## src/lpdr_pkg.sv

```systemverilog
`timescale 1ns / 1ps

package lpdr_pkg;

    localparam int unsigned VAL_W = 31;
    localparam int unsigned IDX_W = 2;

    localparam logic [VAL_W-1:0] LEHMER_MOD   = 31'h7FFF_FFFF;
    localparam logic [VAL_W-1:0] MULT_RESET   = 31'd16087;
    localparam logic [VAL_W-1:0] SEED_RESET   = 31'd1234;
    localparam logic [VAL_W-1:0] LIMIT_RESET  = 31'd3;

    // ceil(2^35 / 10), exact quotient for any 32-bit dividend after >> 35
    localparam logic [31:0] RECIP10 = 32'hCCCC_CCCD;
    localparam int unsigned RECIP10_SHIFT = 35;

    localparam logic [IDX_W-1:0] REG_MULTIPLIER  = 2'd0;
    localparam logic [IDX_W-1:0] REG_SEED_VALUE  = 2'd1;
    localparam logic [IDX_W-1:0] REG_RANGE_LIMIT = 2'd2;

    typedef struct packed {
        logic mul_en;
        logic red_en;
        logic dig_step;
        logic out_load;
    } lpdr_cmd_t;

    typedef struct packed {
        logic dig_more;
    } lpdr_sts_t;

endpackage

```

## src/lpdr_dp.sv

```systemverilog
`timescale 1ns / 1ps

module lpdr_dp (
    input  logic                          clk,
    input  logic                          rst_n,
    input  logic                          wr_en,
    input  logic [lpdr_pkg::IDX_W-1:0]    wr_index,
    input  logic [lpdr_pkg::VAL_W-1:0]    wr_data,
    input  lpdr_pkg::lpdr_cmd_t           cmd,
    output lpdr_pkg::lpdr_sts_t           sts,
    output logic [lpdr_pkg::VAL_W-1:0]    bounded_value,
    output logic [lpdr_pkg::VAL_W-1:0]    raw_state
);
    import lpdr_pkg::*;

    logic [VAL_W-1:0]   mult_reg;
    logic [VAL_W-1:0]   limit_reg;
    logic [VAL_W-1:0]   gen_reg;
    logic [VAL_W-1:0]   gen_next;
    logic [2*VAL_W-1:0] prod_reg;
    logic [2*VAL_W-1:0] prod_next;
    logic [VAL_W-1:0]   x_reg;
    logic [VAL_W-1:0]   x_next;
    logic [VAL_W-1:0]   bounded_reg;
    logic [VAL_W-1:0]   raw_reg;
    logic [VAL_W:0]     fold1;
    logic [VAL_W-1:0]   fold2;
    logic [VAL_W-1:0]   reduced;
    logic [62:0]        div_prod;

    assign prod_next = mult_reg * gen_reg;

    // 2^31 = 1 mod (2^31-1): add the high half onto the low half, twice
    assign fold1   = {1'b0, prod_reg[2*VAL_W-1:VAL_W]} + {1'b0, prod_reg[VAL_W-1:0]};
    assign fold2   = fold1[VAL_W-1:0] + {{(VAL_W-1){1'b0}}, fold1[VAL_W]};
    assign reduced = (fold2 == LEHMER_MOD) ? '0 : fold2;

    // divide by ten through the reciprocal
    assign div_prod = x_reg * RECIP10;
    assign x_next   = {3'b000, div_prod[62:RECIP10_SHIFT]};

    assign sts.dig_more = (x_reg > limit_reg);

    always_comb
    begin
        gen_next = gen_reg;
        if (wr_en && (wr_index == REG_SEED_VALUE))
        begin
            gen_next = (wr_data == LEHMER_MOD) ? '0 : wr_data;
        end
        else if (cmd.red_en)
        begin
            gen_next = reduced;
        end
    end

    always_ff @(posedge clk or negedge rst_n)
    begin
        if (!rst_n)
        begin
            mult_reg  <= MULT_RESET;
            limit_reg <= LIMIT_RESET;
            gen_reg   <= SEED_RESET;
        end
        else
        begin
            gen_reg <= gen_next;
            if (wr_en && (wr_index == REG_MULTIPLIER))
            begin
                mult_reg <= wr_data;
            end
            if (wr_en && (wr_index == REG_RANGE_LIMIT))
            begin
                limit_reg <= wr_data;
            end
        end
    end

    always_ff @(posedge clk)
    begin
        if (cmd.mul_en)
        begin
            prod_reg <= prod_next;
        end
        if (cmd.red_en)
        begin
            x_reg <= reduced;
        end
        else if (cmd.dig_step)
        begin
            x_reg <= x_next;
        end
        if (cmd.out_load)
        begin
            // after the digit loop x never exceeds the limit, so the modulo is one compare
            bounded_reg <= (x_reg == limit_reg) ? '0 : x_reg;
            raw_reg     <= gen_reg;
        end
    end

    assign bounded_value = bounded_reg;
    assign raw_state     = raw_reg;

endmodule

```

## src/lpdr_ctrl.sv

```systemverilog
`timescale 1ns / 1ps

module lpdr_ctrl (
    input  logic                 clk,
    input  logic                 rst_n,
    input  logic                 in_valid,
    input  logic                 draw,
    input  logic                 out_stall,
    input  lpdr_pkg::lpdr_sts_t  sts,
    output lpdr_pkg::lpdr_cmd_t  cmd,
    output logic                 in_stall,
    output logic                 out_valid
);
    import lpdr_pkg::*;

    typedef enum logic [1:0] {
        S_IDLE,
        S_MUL,
        S_RED,
        S_DIG
    } state_t;

    state_t state_reg;
    state_t state_next;
    logic   out_valid_reg;
    logic   out_valid_next;
    logic   out_free;

    // the result register can take a new item when empty or being read out
    assign out_free = !out_valid_reg || !out_stall;

    always_comb
    begin
        state_next     = state_reg;
        cmd            = '0;
        out_valid_next = out_valid_reg && out_stall;
        unique case (state_reg)
            S_IDLE:
            begin
                if (in_valid && draw)
                begin
                    state_next = S_MUL;
                end
            end
            S_MUL:
            begin
                cmd.mul_en = 1'b1;
                state_next = S_RED;
            end
            S_RED:
            begin
                cmd.red_en = 1'b1;
                state_next = S_DIG;
            end
            S_DIG:
            begin
                if (sts.dig_more)
                begin
                    cmd.dig_step = 1'b1;
                end
                else if (out_free)
                begin
                    cmd.out_load   = 1'b1;
                    out_valid_next = 1'b1;
                    state_next     = S_IDLE;
                end
            end
            default:
            begin
                state_next = S_IDLE;
            end
        endcase
    end

    always_ff @(posedge clk or negedge rst_n)
    begin
        if (!rst_n)
        begin
            state_reg     <= S_IDLE;
            out_valid_reg <= 1'b0;
        end
        else
        begin
            state_reg     <= state_next;
            out_valid_reg <= out_valid_next;
        end
    end

    assign in_stall  = (state_reg != S_IDLE);
    assign out_valid = out_valid_reg;

endmodule

```

## src/lehmer_prng_digit_reduced.sv

```systemverilog
`timescale 1ns / 1ps

// Lehmer generator modulo 2^31-1 with a digit-reduced bounded output.
// Input channel (in_valid / in_stall, field draw): an item with draw = 1
// asks for one value, an item with draw = 0 is taken and gives nothing.
// Output channel (out_valid / out_stall): one item per draw, carrying
// bounded_value and raw_state, held steady while out_stall is high.
// Configuration: wr_en with wr_index 0 = multiplier, 1 = seed (also loads
// the generator state, the modulus itself loads as 0), 2 = range limit;
// other indexes are ignored. Write only while no draw is in progress.
// Steps: after the accept edge, a registered multiply (31x31 product), a
// modular fold, one divide-by-ten per step of the digit loop (none to ten
// steps, one reciprocal multiply each) and the load of the result register,
// which waits while that register is still full and stalled. One draw is in
// flight: no new item is taken until the result is loaded.
// A new item is taken while the previous result still waits; if the
// receiver stalls, the next draw finishes and holds until the result
// register frees. Reset loads multiplier 16087, seed and state 1234 and
// limit 3, and empties the output.
module lehmer_prng_digit_reduced (
    input  logic                       clk,
    input  logic                       rst_n,
    input  logic                       in_valid,
    output logic                       in_stall,
    input  logic                       draw,
    output logic                       out_valid,
    input  logic                       out_stall,
    output logic [lpdr_pkg::VAL_W-1:0] bounded_value,
    output logic [lpdr_pkg::VAL_W-1:0] raw_state,
    input  logic                       wr_en,
    input  logic [lpdr_pkg::IDX_W-1:0] wr_index,
    input  logic [lpdr_pkg::VAL_W-1:0] wr_data
);
    import lpdr_pkg::*;

    lpdr_cmd_t cmd;
    lpdr_sts_t sts;

    lpdr_ctrl u_ctrl (
        .clk       (clk),
        .rst_n     (rst_n),
        .in_valid  (in_valid),
        .draw      (draw),
        .out_stall (out_stall),
        .sts       (sts),
        .cmd       (cmd),
        .in_stall  (in_stall),
        .out_valid (out_valid)
    );

    lpdr_dp u_dp (
        .clk           (clk),
        .rst_n         (rst_n),
        .wr_en         (wr_en),
        .wr_index      (wr_index),
        .wr_data       (wr_data),
        .cmd           (cmd),
        .sts           (sts),
        .bounded_value (bounded_value),
        .raw_state     (raw_state)
    );

endmodule
```

## config.mk

```make
export PLATFORM = sky130hd
export DESIGN_NAME = lehmer_prng_digit_reduced
export DESIGN_NICKNAME = d
export VERILOG_FILES = /design/src/lpdr_pkg.sv /design/src/lpdr_dp.sv /design/src/lpdr_ctrl.sv /design/src/lehmer_prng_digit_reduced.sv
export SDC_FILE = /design/constraint.sdc
export NUM_CORES = 2
export LEC_CHECK = 0
export ABC_CLOCK_PERIOD_IN_PS = 20300
export BUFFER_PORTS_ARGS = -buffer_cell sky130_fd_sc_hd__buf_2
export CAP_MARGIN = 20
export CORE_MARGIN = 2
export CORE_UTILIZATION = 29
export DETAILED_ROUTE_END_ITERATION = 16
export GPL_ROUTABILITY_DRIVEN = 0
export HOLD_SLACK_MARGIN = 0.03
export PLACE_DENSITY = 0.41
export SLEW_MARGIN = 20
export SYNTH_ARGS = -nofsm -noshare
export SYNTH_HDL_FRONTEND = slang
export SYNTH_SLANG_ARGS = --single-unit
```

## constraint.sdc

```tcl
create_clock -name clk -period 20.3 [get_ports clk]
set_input_delay 5.075 -clock clk [delete_from_list [all_inputs] [get_ports clk]]
set_output_delay 5.075 -clock clk [all_outputs]
set_load 0.02 [all_outputs]
```

==> results by group <==
Outcome
  – Run status: complete, no violations

Place
  – Post-DP HPWL: 147000 µm
  – Port buffer count: 102

STA
  – Final Slew Violations: 0
  – Headroom to the max-slew limit: 18.6%
  – Final Critical Period: 9.31 ns
  – Clock skew: 0.0366 ns
  – Tcrit/Tclk final: 45.8%
  – Final setup TNS: 0 ns
  – Hold Fails Final Rpt: 0
  – Setup violators final: 0
  – Worst slew pin tran: 1.21 ns
  – RSZ-0062 raised after global routing: no
  – Fmax: 0.107 GHz

Synthesis
  – Register bit count reported by yosys: 251
  – Mapped Area: 55500 µm²
  – Synthesized instance count: 5647
  – Ys async rst share: 38.2%
  – Unique masters post-synth: 95
  – Cell accounting for the most synthesized area: fa_1
  – Synth Warn #: 0
  – Largest cells by area after synthesis: fa_1 (39%), ha_1 (14%), inv_1 (8.4%)
  – Syn Area/Cell: 9.83 µm²
  – Post-synth EDFFs: 155
  – Sequential area share after synthesis: 12.8%
  – Dominant synthesized flop cell: edfxtp_1
  – Synth top area share: 39.0%
  – Syn Nets: 7383

CTS
  – Max Buffers Root-to-Sink: 3
  – Clock sink total: 251
  – H-tree depth: 2
  – CTS tree: done
  – Clock transition at path regs: 0.06 ns
  – Resized cells post-CTS: 0
  – CTS Buf Count: 36
  – Post-CTS setup buffers: 0
  – Hold buffer count at CTS: 0
  – Clock Latency Late Sink: 0.61 ns
  – Root buffer cell: clkbuf_16

Global routing
  – Initial antenna violation count: 11
  – Largest net degree at the start of global routing: 69
  – Gr usage total: 19.1%
  – First-pass GRT wire length: 277000 µm
  – Number of global-route vias before repair: 41600
  – GR Overflow Total: 0

Critical path
  – Crit path DAT: 9.66 ns
  – Req. time, crit path: 20.65 ns
  – Critical path class: flip-flop to flip-flop
  – Crit path largest cell delay: 1.12 ns
  – Buffer and inverter count on the worst path: 4
  – CP max stage cell: dfstp_2
  – Critical Path End Type: flip-flop
  – Crit path max-delay family: adder cells
  – Critical-path maximum fanout: 33
  – Startpoint types: flip-flop
  – Most used cell along the critical path: fa_1

Detailed routing
  – Post-route DRC: 0
  – First DRT Iteration DRCs: 2039
  – Via count: 38500
  – First drt pass iteration count: 5
  – Antenna-violating nets left: 0
  – Vias per inst: 4.71
  – Wire length per cell: 22.2 µm
  – Total routed wirelength: 182000 µm

Floorplanning
  – Die width: 441 µm
  – Die H: 441 µm
  – Core area: 190000 µm²
  – Initial Util: 29.2%
  – I/O pin cnt: 103
  – Row count: 160
  – Die area: 195000 µm²

Cells and area
  – Layout Nets: 7358
  – Share of layout cells above drive strength 1: 7.10%
  – Max FFs per register: 62
  – Layout area overhead: 8.00%

Job
  – Max-cap violations: 0

Worst hold path
  – Worst hold path type: flip-flop to flip-flop
## synth_stat cells, types with 9 or more instances
library cell,number
nand4_1,34
and2_1,547
dfstp_2,18
nor2b_1,25
fa_1,1081
a31oi_1,12
o22ai_2,16
o21ai_2,22
o211ai_1,9
a21o_1,81
or3_1,9
o21a_1,28
o21ai_0,71
nor2_1,75
nand2b_1,23
nand3_1,40
clkbuf_1,216
o22ai_1,9
nor3_1,25
and3_1,17
a211oi_1,16
a22oi_1,32
or2_2,10
ha_1,616
o21bai_1,17
xnor2_1,84
o31ai_1,21
dfrtp_1,78
nor4_1,13
xor2_1,45
a21oi_1,150
nand2_1,583
edfxtp_1,155
inv_1,1245
mux2_2,62
buf_6,9
## cells in the final DEF, fill, tap and decap left out, types with 9 or more instances in the layout
cell type,Yosys,routed
inv_1,1245,1245
fa_1,1081,1081
ha_1,616,614
nand2_1,583,583
and2_1,547,547
edfxtp_1,155,155
a21oi_1,150,148
buf_2,4,101
xnor2_1,84,84
a21o_1,81,81
dfrtp_1,78,78
nor2_1,75,75
buf_4,0,72
o21ai_0,71,71
mux2_2,62,62
xor2_1,45,45
nand3_1,40,40
clkbuf_16,0,37
nand4_1,34,34
a22oi_1,32,32
o21a_1,28,28
nor3_1,25,25
nor2b_1,25,25
nand2b_1,23,23
o21ai_2,22,22
o31ai_1,21,21
dfstp_2,18,18
o21bai_1,17,17
and3_1,17,17
a211oi_1,16,16
o22ai_2,16,16
a31oi_1,12,12
or2_2,10,10
nor4_1,13,10
o211ai_1,9,9
or3_1,9,9
o22ai_1,9,9
## cells by family after synthesis
family | after synthesis | synth area share, %
fa+ha+maj | 1697 | 52.9
simple gates | 1454 | 13.6
buf+inv | 1483 | 10.3
flops | 251 | 12.8
compound gates | 568 | 7.14
xor+xnor | 130 | 2.07
mux | 64 | 1.29
## routing by layer
metal / GRT usage (%) / routed length (µm) / vias to the layer above
met5: 0 / 0 / -
met4: 2.53 / 2340 / 0
met3: 1.72 / 6890 / 101
met2: 31.2 / 84600 / 745
met1: 28.0 / 87800 / 20200
li1: - / - / 17500
## per-stage QoR
stage               hold WS [ns]  utilization (%)  std cells  area [µm²]  setup WS (ns)
global route               0.515             31.5       8161       59900          10.64
floorplan                  0.479                -       5647       55500          11.77
detailed placement         0.493             30.9       8093       58700          10.97
finish                     0.506             31.5       8167       59900          10.99
global placement           0.491             30.9       8093       58700          11.09
CTS                        0.506             31.5       8159       59800          10.93
## path summary, 6_finish.rpt
check                              startpoint                  to  slack, ns  cells past startpoint
min in group asynchronous               rst_n   u_dp.mult_reg[27]       4.47                      1
max reg2reg                  u_dp.gen_reg[10]   u_dp.prod_reg[55]      10.99                     26
max in group asynchronous               rst_n     u_dp.gen_reg[7]      14.69                      3
max                          u_dp.gen_reg[10]   u_dp.prod_reg[55]      10.99                     26
min                        u_dp.limit_reg[25]  u_dp.limit_reg[25]       0.51                      1
min reg2reg                u_dp.limit_reg[25]  u_dp.limit_reg[25]       0.51                      1
## final cells by class
class	count	area, µm²
tap	2511	3140
multi-input combinational	3913	42800
timing repair buffer	175	1100
antenna	6	15.0
clock inverter	18	141
fill	19900	130000
sequential	251	7080
inverter	1245	4670
clock buffer	48	1010
Power is left out: the tool's default activity adds up to more than one toggle a clock period on the data nets, which glitch-free logic cannot reach.
